==> src/rtl/dam_pkg.sv <==
`default_nettype none
// ----------------------------------------------------------------------------
// dam_pkg
// Shared types, codes and constants of the driver-assist mode controller.
// ----------------------------------------------------------------------------
package dam_pkg;

  localparam int HIST_DEPTH = 10;

  localparam int CFG_IDX_W  = 2;
  localparam int CFG_DATA_W = 10;

  // register indexes
  localparam logic [CFG_IDX_W-1:0] CFG_ACC_WINDOW = 2'd0;
  localparam logic [CFG_IDX_W-1:0] CFG_SPEED_STEP = 2'd1;
  localparam logic [CFG_IDX_W-1:0] CFG_SPEED_MIN  = 2'd2;
  localparam logic [CFG_IDX_W-1:0] CFG_SPEED_MAX  = 2'd3;

  localparam logic [9:0] ACC_WINDOW_RST = 10'd500;
  localparam logic [3:0] SPEED_STEP_RST = 4'd5;
  localparam logic [7:0] SPEED_MIN_RST  = 8'd10;
  localparam logic [7:0] SPEED_MAX_RST  = 8'd50;

  // operations
  localparam logic OP_CHASSIS = 1'b0;
  localparam logic OP_FRAME   = 1'b1;

  // press sequence states
  localparam logic [1:0] STG_IDLE   = 2'd0;
  localparam logic [1:0] STG_FIRST  = 2'd1;
  localparam logic [1:0] STG_SECOND = 2'd2;

  // turn codes
  localparam logic [1:0] TURN_NONE    = 2'd0;
  localparam logic [1:0] TURN_LEFT    = 2'd1;
  localparam logic [1:0] TURN_RIGHT   = 2'd2;
  localparam logic [1:0] TURN_INVALID = 2'd3;

  // ego light codes
  localparam logic [1:0] LIGHT_NEUTRAL = 2'd1;
  localparam logic [1:0] LIGHT_LEFT    = 2'd2;
  localparam logic [1:0] LIGHT_RIGHT   = 2'd3;

  typedef struct packed {
    logic       operation;
    logic [1:0] chassis_turn;
    logic       btn_cruise;
    logic       btn_cancel;
    logic       btn_set;
    logic       btn_resume;
    logic       driver_takeover;
    logic       lateral_takeover;
    logic       reversing;
    logic       lamp_left;
    logic       lamp_right;
  } dam_in_t;

  typedef struct packed {
    logic       auto_mode;
    logic       lat_auto_mode;
    logic       debug_flag;
    logic [7:0] target_speed;
    logic [1:0] light_request;
    logic [1:0] ego_light_code;
    logic [1:0] recent_turn;
    logic [7:0] press_balance;
  } dam_out_t;

endpackage
`default_nettype wire

==> src/rtl/dam_if.sv <==
`default_nettype none
// ----------------------------------------------------------------------------
// dam_if
// Channel interfaces: item input, result output and register write port.
// ----------------------------------------------------------------------------
interface dam_in_if;
  import dam_pkg::*;
  logic    valid;
  logic    ready;
  dam_in_t data;
  modport source (output valid, output data, input ready);
  modport sink (input valid, input data, output ready);
endinterface

interface dam_out_if;
  import dam_pkg::*;
  logic     valid;
  logic     ready;
  dam_out_t data;
  modport source (output valid, output data, input ready);
  modport sink (input valid, input data, output ready);
endinterface

interface dam_cfg_if;
  import dam_pkg::*;
  logic                  valid;
  logic                  ready;
  logic [CFG_IDX_W-1:0]  index;
  logic [CFG_DATA_W-1:0] data;
  modport source (output valid, output index, output data, input ready);
  modport sink (input valid, input index, input data, output ready);
endinterface
`default_nettype wire

==> src/rtl/driver_assist_mode_controller.sv <==
`default_nettype none
// ----------------------------------------------------------------------------
// driver_assist_mode_controller
// Cruise engage, set/resume target speed and turn lamp tracking per frame.
// ----------------------------------------------------------------------------
//  channel  dir  handshake      payload
//  in_ch    in   valid/ready    dam_in_t (chassis item or vehicle frame)
//  out_ch   out  valid/ready    dam_out_t (one per vehicle frame)
//  cfg_ch   in   valid/ready    register index and write data
//
//  one item per cycle unless a frame waits on a stalled out_ch; an item waits
//  in the input register and its result is written to the output register as it leaves
//  the output register is refilled in the cycle it is taken, so a stalled
//  out_ch holds back the input register and then in_ch.ready
//  chassis items never wait on out_ch; cfg_ch is always ready
//  synchronous active-low reset clears all control state and the histories
// ----------------------------------------------------------------------------
module driver_assist_mode_controller (
  input  wire        clk,
  input  wire        rst_n,
  dam_in_if.sink     in_ch,
  dam_out_if.source  out_ch,
  dam_cfg_if.sink    cfg_ch
);
  import dam_pkg::*;

  logic [9:0] acc_window_r;
  logic [3:0] speed_step_r;
  logic [7:0] speed_min_r;
  logic [7:0] speed_max_r;

  logic    s1_valid_r;
  dam_in_t s1_data_r;

  logic     out_valid_r;
  dam_out_t out_r;

  logic [1:0]            press_stage_r, press_stage_nxt;
  logic [9:0]            release_count_r, release_count_nxt;
  logic                  auto_flag_r, auto_flag_nxt;
  logic                  lat_flag_r, lat_flag_nxt;
  logic                  debug_r, debug_nxt;
  logic [7:0]            balance_r, balance_nxt;
  logic                  plus_pending_r, plus_pending_nxt;
  logic                  minus_pending_r, minus_pending_nxt;
  logic [HIST_DEPTH-1:0] press_hist_r, press_hist_nxt;
  logic [1:0]            lamp_hist_r [HIST_DEPTH];
  logic [1:0]            lamp_hist_nxt [HIST_DEPTH];
  logic [1:0]            cached_turn_r;
  logic [7:0]            target_r, target_nxt;

  logic       adv;
  logic       in_xfer;
  logic [10:0] cnt;
  logic       press_bit;
  logic [1:0] lamp;
  logic [1:0] recent;
  logic [1:0] code;
  logic       quiet;
  logic signed [9:0] t;
  dam_out_t   res;

  assign adv = s1_valid_r &&
               (s1_data_r.operation == OP_CHASSIS || !out_valid_r || out_ch.ready);
  assign in_ch.ready = !s1_valid_r || adv;
  assign in_xfer = in_ch.valid && in_ch.ready;
  assign cfg_ch.ready = 1'b1;
  assign out_ch.valid = out_valid_r;
  assign out_ch.data = out_r;

  always_comb begin
    press_stage_nxt   = press_stage_r;
    release_count_nxt = release_count_r;
    auto_flag_nxt     = auto_flag_r;
    lat_flag_nxt      = lat_flag_r;
    debug_nxt         = debug_r;
    balance_nxt       = balance_r;
    plus_pending_nxt  = plus_pending_r;
    minus_pending_nxt = minus_pending_r;

    // cruise double press
    if (s1_data_r.btn_cruise) begin
      if (release_count_nxt != 10'd0) begin
        press_stage_nxt   = STG_SECOND;
        release_count_nxt = 10'd0;
      end
      if (press_stage_nxt == STG_IDLE) begin
        press_stage_nxt = STG_FIRST;
      end
    end
    cnt = {1'b0, release_count_nxt} +
          ((press_stage_nxt == STG_FIRST && !s1_data_r.btn_cruise) ? 11'd1 : 11'd0);
    if (cnt > {1'b0, acc_window_r}) begin
      press_stage_nxt = STG_IDLE;
      cnt             = 11'd0;
    end
    release_count_nxt = cnt[9:0];
    if (press_stage_nxt == STG_SECOND) begin
      press_stage_nxt = STG_IDLE;
      debug_nxt       = 1'b1;
      auto_flag_nxt   = 1'b1;
      lat_flag_nxt    = 1'b1;
      balance_nxt     = 8'd0;
    end
    if (s1_data_r.btn_cancel) begin
      debug_nxt     = 1'b0;
      auto_flag_nxt = 1'b0;
      balance_nxt   = 8'd0;
    end
    if (!auto_flag_nxt) begin
      lat_flag_nxt = 1'b0;
    end

    // set / resume
    press_bit = 1'b0;
    if (s1_data_r.btn_set) begin
      if (balance_nxt != 8'hFF) begin
        balance_nxt = balance_nxt + 8'd1;
      end
      plus_pending_nxt = 1'b1;
      press_bit        = 1'b1;
    end else if (s1_data_r.btn_resume) begin
      if (balance_nxt != 8'd0) begin
        balance_nxt = balance_nxt - 8'd1;
      end
      minus_pending_nxt = 1'b1;
      press_bit         = 1'b1;
    end
    press_hist_nxt[0] = press_bit;
    for (int i = 1; i < HIST_DEPTH; i++) begin
      press_hist_nxt[i] = press_hist_r[i-1];
    end

    // takeover and reversing
    if (s1_data_r.driver_takeover) begin
      auto_flag_nxt = 1'b0;
    end
    if (s1_data_r.lateral_takeover) begin
      lat_flag_nxt = 1'b0;
    end
    if (!lat_flag_nxt && auto_flag_nxt && s1_data_r.reversing) begin
      lat_flag_nxt = 1'b1;
    end

    // lamp history, newest at index 0
    lamp = s1_data_r.lamp_left ? TURN_LEFT :
           (s1_data_r.lamp_right ? TURN_RIGHT : TURN_NONE);
    lamp_hist_nxt[0] = lamp;
    for (int i = 1; i < HIST_DEPTH; i++) begin
      lamp_hist_nxt[i] = lamp_hist_r[i-1];
    end
    recent = TURN_NONE;
    for (int i = HIST_DEPTH - 1; i >= 0; i--) begin
      if (lamp_hist_nxt[i] != TURN_NONE) begin
        recent = lamp_hist_nxt[i];
      end
    end

    case (cached_turn_r)
      TURN_LEFT:  code = LIGHT_LEFT;
      TURN_RIGHT: code = LIGHT_RIGHT;
      default:    code = LIGHT_NEUTRAL;
    endcase

    // pending speed change once presses have settled
    quiet = (press_hist_nxt == '0);
    t = signed'({2'b00, target_r});
    if (quiet) begin
      if (plus_pending_nxt) begin
        t = t + signed'({6'd0, speed_step_r});
        plus_pending_nxt  = 1'b0;
        minus_pending_nxt = 1'b0;
      end else if (minus_pending_nxt) begin
        t = t - signed'({6'd0, speed_step_r});
        plus_pending_nxt  = 1'b0;
        minus_pending_nxt = 1'b0;
      end
    end
    if (t < signed'({2'b00, speed_min_r})) begin
      t = signed'({2'b00, speed_min_r});
    end else if (t > signed'({2'b00, speed_max_r})) begin
      t = signed'({2'b00, speed_max_r});
    end
    target_nxt = t[7:0];

    res.auto_mode      = auto_flag_nxt;
    res.lat_auto_mode  = lat_flag_nxt;
    res.debug_flag     = debug_nxt;
    res.target_speed   = target_nxt;
    res.light_request  = cached_turn_r;
    res.ego_light_code = code;
    res.recent_turn    = recent;
    res.press_balance  = balance_nxt;
  end

  always_ff @(posedge clk) begin
    if (!rst_n) begin
      acc_window_r <= ACC_WINDOW_RST;
      speed_step_r <= SPEED_STEP_RST;
      speed_min_r  <= SPEED_MIN_RST;
      speed_max_r  <= SPEED_MAX_RST;
    end else if (cfg_ch.valid) begin
      case (cfg_ch.index)
        CFG_ACC_WINDOW: acc_window_r <= cfg_ch.data;
        CFG_SPEED_STEP: speed_step_r <= cfg_ch.data[3:0];
        CFG_SPEED_MIN:  speed_min_r  <= cfg_ch.data[7:0];
        CFG_SPEED_MAX:  speed_max_r  <= cfg_ch.data[7:0];
        default: ;
      endcase
    end
  end

  always_ff @(posedge clk) begin
    if (!rst_n) begin
      s1_valid_r <= 1'b0;
    end else if (in_xfer) begin
      s1_valid_r <= 1'b1;
    end else if (adv) begin
      s1_valid_r <= 1'b0;
    end
  end

  always_ff @(posedge clk) begin
    if (in_xfer) begin
      s1_data_r <= in_ch.data;
    end
  end

  always_ff @(posedge clk) begin
    if (!rst_n) begin
      out_valid_r <= 1'b0;
    end else if (adv && s1_data_r.operation == OP_FRAME) begin
      out_valid_r <= 1'b1;
    end else if (out_ch.ready) begin
      out_valid_r <= 1'b0;
    end
  end

  always_ff @(posedge clk) begin
    if (adv && s1_data_r.operation == OP_FRAME) begin
      out_r <= res;
    end
  end

  always_ff @(posedge clk) begin
    if (!rst_n) begin
      press_stage_r   <= STG_IDLE;
      release_count_r <= 10'd0;
      auto_flag_r     <= 1'b0;
      lat_flag_r      <= 1'b0;
      debug_r         <= 1'b0;
      balance_r       <= 8'd0;
      plus_pending_r  <= 1'b0;
      minus_pending_r <= 1'b0;
      press_hist_r    <= '0;
      for (int i = 0; i < HIST_DEPTH; i++) begin
        lamp_hist_r[i] <= TURN_NONE;
      end
      cached_turn_r   <= TURN_NONE;
      target_r        <= SPEED_MIN_RST;
    end else if (adv) begin
      if (s1_data_r.operation == OP_FRAME) begin
        press_stage_r   <= press_stage_nxt;
        release_count_r <= release_count_nxt;
        auto_flag_r     <= auto_flag_nxt;
        lat_flag_r      <= lat_flag_nxt;
        debug_r         <= debug_nxt;
        balance_r       <= balance_nxt;
        plus_pending_r  <= plus_pending_nxt;
        minus_pending_r <= minus_pending_nxt;
        press_hist_r    <= press_hist_nxt;
        lamp_hist_r     <= lamp_hist_nxt;
        target_r        <= target_nxt;
      end else begin
        cached_turn_r <= (s1_data_r.chassis_turn == TURN_INVALID) ?
                         TURN_NONE : s1_data_r.chassis_turn;
      end
    end
  end

  // a running release count only exists after a first press
  a_count_stage: assert property (@(posedge clk) disable iff (!rst_n)
    (release_count_r != 10'd0) |-> (press_stage_r == STG_FIRST))
    else $error("release count running outside first-press stage");

  // a new result only comes from a vehicle frame leaving the input register
  a_result_src: assert property (@(posedge clk) disable iff (!rst_n)
    $rose(out_valid_r) |-> $past(adv && s1_data_r.operation == OP_FRAME))
    else $error("result without vehicle frame");

  // a chassis item never touches the mode flags
  a_chassis_quiet: assert property (@(posedge clk) disable iff (!rst_n)
    (adv && s1_data_r.operation == OP_CHASSIS) |=>
      ($stable(auto_flag_r) && $stable(lat_flag_r) && $stable(target_r)))
    else $error("chassis item changed mode state");

endmodule
`default_nettype wire
==> src/flat_wrapper.sv <==
// flat-port wrapper written by rule: the top's interface ports become plain ports
module driver_assist_mode_controller_flat import dam_pkg::*;
  (clk, rst_n, in_ch_valid, in_ch_data, in_ch_ready, out_ch_valid, out_ch_data, out_ch_ready, cfg_ch_valid, cfg_ch_index, cfg_ch_data, cfg_ch_ready);
  dam_in_if in_ch_i ();
  dam_out_if out_ch_i ();
  dam_cfg_if cfg_ch_i ();
  input  wire clk;
  input  wire rst_n;
  input wire logic [$bits(in_ch_i.valid)-1:0] in_ch_valid;
  input wire logic [$bits(in_ch_i.data)-1:0] in_ch_data;
  output wire logic [$bits(in_ch_i.ready)-1:0] in_ch_ready;
  output wire logic [$bits(out_ch_i.valid)-1:0] out_ch_valid;
  output wire logic [$bits(out_ch_i.data)-1:0] out_ch_data;
  input wire logic [$bits(out_ch_i.ready)-1:0] out_ch_ready;
  input wire logic [$bits(cfg_ch_i.valid)-1:0] cfg_ch_valid;
  input wire logic [$bits(cfg_ch_i.index)-1:0] cfg_ch_index;
  input wire logic [$bits(cfg_ch_i.data)-1:0] cfg_ch_data;
  output wire logic [$bits(cfg_ch_i.ready)-1:0] cfg_ch_ready;
  assign in_ch_i.valid = in_ch_valid;
  assign in_ch_i.data = in_ch_data;
  assign in_ch_ready = in_ch_i.ready;
  assign out_ch_valid = out_ch_i.valid;
  assign out_ch_data = out_ch_i.data;
  assign out_ch_i.ready = out_ch_ready;
  assign cfg_ch_i.valid = cfg_ch_valid;
  assign cfg_ch_i.index = cfg_ch_index;
  assign cfg_ch_i.data = cfg_ch_data;
  assign cfg_ch_ready = cfg_ch_i.ready;
  driver_assist_mode_controller u_core (.clk(clk), .rst_n(rst_n), .in_ch(in_ch_i), .out_ch(out_ch_i), .cfg_ch(cfg_ch_i));
endmodule
==> config.mk <==
export PLATFORM = sky130hd
export DESIGN_NAME = driver_assist_mode_controller_flat
export DESIGN_NICKNAME = d
export VERILOG_FILES = /design/src/rtl/dam_pkg.sv /design/src/rtl/dam_if.sv /design/src/rtl/driver_assist_mode_controller.sv /design/src/flat_wrapper.sv
export SDC_FILE = /design/constraint.sdc
export NUM_CORES = 1
export LEC_CHECK = 0
export BUFFER_PORTS_ARGS = -buffer_cell sky130_fd_sc_hd__buf_2
export CORE_ASPECT_RATIO = 2
export CORE_MARGIN = 3
export CORE_UTILIZATION = 60
export CTS_CLUSTER_DIAMETER = 60
export DETAILED_ROUTE_END_ITERATION = 6
export PLACE_DENSITY = 0.84
export SLEW_MARGIN = 30
export SYNTH_ARGS = -nofsm -noshare
export SYNTH_HDL_FRONTEND = slang
export SYNTH_SLANG_ARGS = --single-unit
==> constraint.sdc <==
create_clock -name clk -period 6.77 [get_ports clk]
set_clock_uncertainty 0.05 [all_clocks]
set_input_delay 1.354 -clock clk [delete_from_list [all_inputs] [get_ports clk]]
set_output_delay 1.354 -clock clk [all_outputs]
set_load 0.01 [all_outputs]
==> impl_metrics.csv <==
group,metric,value,unit
route,vias,6244,
die,core,11350,um2
cells_and_area,fin_cells,1021,
setup_path,cp.arrival,5.75,ns
synthesis,synth.largest_area_cell,"dfxtp_1",
global_routing,grt_pass1_vias,6133,
place,dpl.hpwl,12.59,mm
timing,drv_slew,0,
clock_network,hold_buffers,0,
timing,worst_pin_slew,0.8876,ns
synthesis,syn_inst,829,
timing,period_needed,5.623,ns
setup_path,reg2reg_slack,1.15,ns
setup_path,critPathCaptureType,"register",
setup_path,ff2ff_path_depth,24,
synthesis,ys_seq_elements,131,
die,start_util,61.42,%
synthesis,ys_top_cells_by_count,"nand2_1 (139), a21oi_1 (96), dfxtp_1 (94)",
timing,holdWs,0.4073,ns
route,wl_per_cell,17.54,um
global_routing,track_usage,29.54,%
clock_network,ctsResizeCount,0,
clock_network,clk-insertion-delay-late,0.42,ns
timing,hold_viol_final,0,
cells_and_area,fin_nets,936,
clock_network,cts_setup_buffers,0,
clock_network,clk_pin_slew,0.06,ns
setup_path,critPathCapture,"u_core.out_ch.data[0]$_DFFE_PP_",
cells_and_area,drive_above_1_share,12.40,%
synthesis,async_reset_ff_share,0,%
cells_and_area,postLayoutCellArea,7881,um2
timing,fin_setup_tns,0,ns
clock_network,cts-root-buf,"clkbuf_16",
global_routing,grt_max_degree,65,
die,core.rowCount,55,
synthesis,syn_nets,899,
synthesis,synth_most_common_cell,"nand2_1",
setup_path,r2r-end,"u_core.out_ch.data[0]$_DFFE_PP_",
setup_path,required,6.89,ns
synthesis,synth_edf_count,37,
die,fp.dieH,158.5,um
power_and_ir_drop,finalPower,1.932,mW
min_path,hold_class,"reg -> reg",
setup_path,r2r_start,"u_core.s1_data_r[8]$_DFFE_PP_",
route,viasPerCell,6.116,
route,drt_wl_total,17.91,mm
setup_path,crit_type,"reg -> reg",
synthesis,syn_area_per_cell,8.413,um2
synthesis,synth_top_area_share,26.98,%
place,place.gp.congestion,0.9264,
synthesis,ys_warn_count,0,
power_and_ir_drop,vdd_drop_max,0.0002803,V
power_and_ir_drop,p_per_area,245.1,nW/um2
timing,relSlewSlack,40.83,%
power_and_ir_drop,p_leak,3.142,nW
die,fp.dieW,82.24,um
die,io_pins,57,
route,ant_nets,0,
global_routing,antenna_found_initial,0,
place,postPlaceCellArea,7295,um2
timing,rsz0062_at_grt,"false",
timing,setup_violations,0,
clock_network,cts.sink_count,131,
clock_network,tritoncts,"done",
cells_and_area,diodes,0,
setup_path,path_max_fanout,22,
place,dp.cells,989,
clock_network,cts_buffers,17,
route,drc,0,
clock_network,clockBufferDepth,2,
route,drt_first_pass_iters,5,
route,drt_iter0_drc,439,
synthesis,synth_ff_type,"dfxtp_1",
synthesis,yosysSeqAreaShare,42.91,%
synthesis,syn_area,6974,um2
setup_path,setup.worst_path.start,"u_core.s1_data_r[8]$_DFFE_PP_",
timing,finalCritPeriodShare,83.06,%
cells_and_area,syn2layout_area_growth,13.01,%
setup_path,worst_setup_path_start_kind,"register",
outcome,outcome,"finished, final reports clean",
flow_run,cap_violations,0,
synthesis,ys_types,70,
global_routing,grt_pass1_wl,29.22,mm
timing,clock.fmax,177.8,MHz
clock_network,h-tree-depth,4,
place,portBuffers,55,
synthesis,synth_area_leaders,"dfxtp_1 (27%), edfxtp_1 (16%), nand2_1 (7.5%)",
die,die-area,13030,um2
global_routing,overflow,0,
-- per-layer routing --
layer	GRT usage [%]	share of wire, %
met5	0	0
met4	19.33	6.2
met3	6.229	4.3
met2	53.83	55
met1	28.70	35
-- metrics by stage --
stage / setup WS, ns / utilization [%]
floorplan: 1.875 / -
global placement: 1.378 / 64.24
detailed placement: 1.186 / 64.24
CTS: 1.169 / 69.34
global route: 0.5164 / 69.41
finish: 1.147 / 69.41
-- sequential cells by signal, indices dropped and copies added, names as in the netlist, 9 cells and up --
name / cells
u_core.out_ch.data: 25
u_core.lamp_hist_nxt: 18
u_core.s1_data_r: 12
u_core.acc_window_r: 10
u_core.release_count_r: 10
u_core.press_hist_r: 9
-- critical path, cell delays in order (launching register included) --
cell and delay, ns:
edfxtp_1 0.53, nor3_1 0.21, ha_1 0.22, nand4_1 0.10
nor3b_1 0.44, nand3_1 0.15, xor2_1 0.15, nor2_1 0.07
ha_1 0.33, nand3_1 0.10, and2_1 0.15, nor3b_1 0.15
a21o_1 0.20, buf_4 0.18, a21oi_2 0.69, nand2_1 0.22
inv_1 0.15, ha_1 0.17, and3_1 0.21, nand3_1 0.11
inv_1 0.10, nand3_1 0.15, o21ai_0 0.23, and3_1 0.23
xnor2_1 0.07
-- cells in the final DEF, fill, tap and decap left out, types with 8 or more instances in the layout --
| cell | instances |
|---|---|
| ha_1 | 39 |
| and3_1 | 14 |
| dfxtp_1 | 94 |
| nand4_1 | 9 |
| a21o_1 | 9 |
| nand2_1 | 139 |
| nor2_1 | 48 |
| nand3_1 | 41 |
| edfxtp_1 | 37 |
| inv_1 | 57 |
| buf_2 | 55 |
| a21oi_1 | 96 |
| clkbuf_16 | 17 |
| mux2i_1 | 9 |
| nor2b_1 | 10 |
| o211ai_1 | 18 |
| a31oi_1 | 8 |
| o21ai_0 | 32 |
| nor3_1 | 13 |
-- power by group --
part / switching [mW] / leakage (nW) / internal (mW) / total, mW
Sequential: 0.0209 / 1.11 / 0.830 / 0.851
Clock: 0.371 / 0.281 / 0.525 / 0.897
Combinational: 0.120 / 1.75 / 0.0642 / 0.184
Total: 0.512 / 3.14 / 1.42 / 1.93
-- area by class of cell --
| type | instances | area [um2] |
|---|---|---|
| Inverter | 59 | 222.7 |
| Fill cell | 917 | 3473 |
| Tap cell | 142 | 177.7 |
| Multi-Input combinational cell | 596 | 3588 |
| Clock inverter | 14 | 140.1 |
| Sequential cell | 131 | 2993 |
| Timing Repair Buffer | 61 | 320.3 |
| Clock buffer | 18 | 439.2 |
-- logic make-up after synthesis --
kind of cell,share of synthesized area (%)
compound gates,19.52
simple gates,21.13
buf+inv,5.723
mux,1.453
xor+xnor,1.633
other cells,0.05377
flops,42.91
fa+ha+maj,7.571
-- worst min path at each step --
stage                                         startpoint                                  end  slack (ns)  cells after the start
floorplan           u_core.cached_turn_r[1]$_SDFFE_PN0P_     u_core.out_ch.data[13]$_DFFE_PP_        0.38                      0
global placement             u_core.debug_r$_SDFFE_PN0P_          u_core.debug_r$_SDFFE_PN0P_        0.39                      2
detailed placement    u_core.speed_min_r[2]$_SDFFE_PN0P_   u_core.speed_min_r[2]$_SDFFE_PN0P_        0.40                      2
CTS                   u_core.speed_min_r[2]$_SDFFE_PN0P_   u_core.speed_min_r[2]$_SDFFE_PN0P_        0.41                      2
global route         u_core.acc_window_r[3]$_SDFFE_PN0P_  u_core.acc_window_r[3]$_SDFFE_PN0P_        0.43                      2
finish               u_core.acc_window_r[1]$_SDFFE_PN0P_  u_core.acc_window_r[1]$_SDFFE_PN0P_        0.41                      2
(Power assumes the default switching activity.)
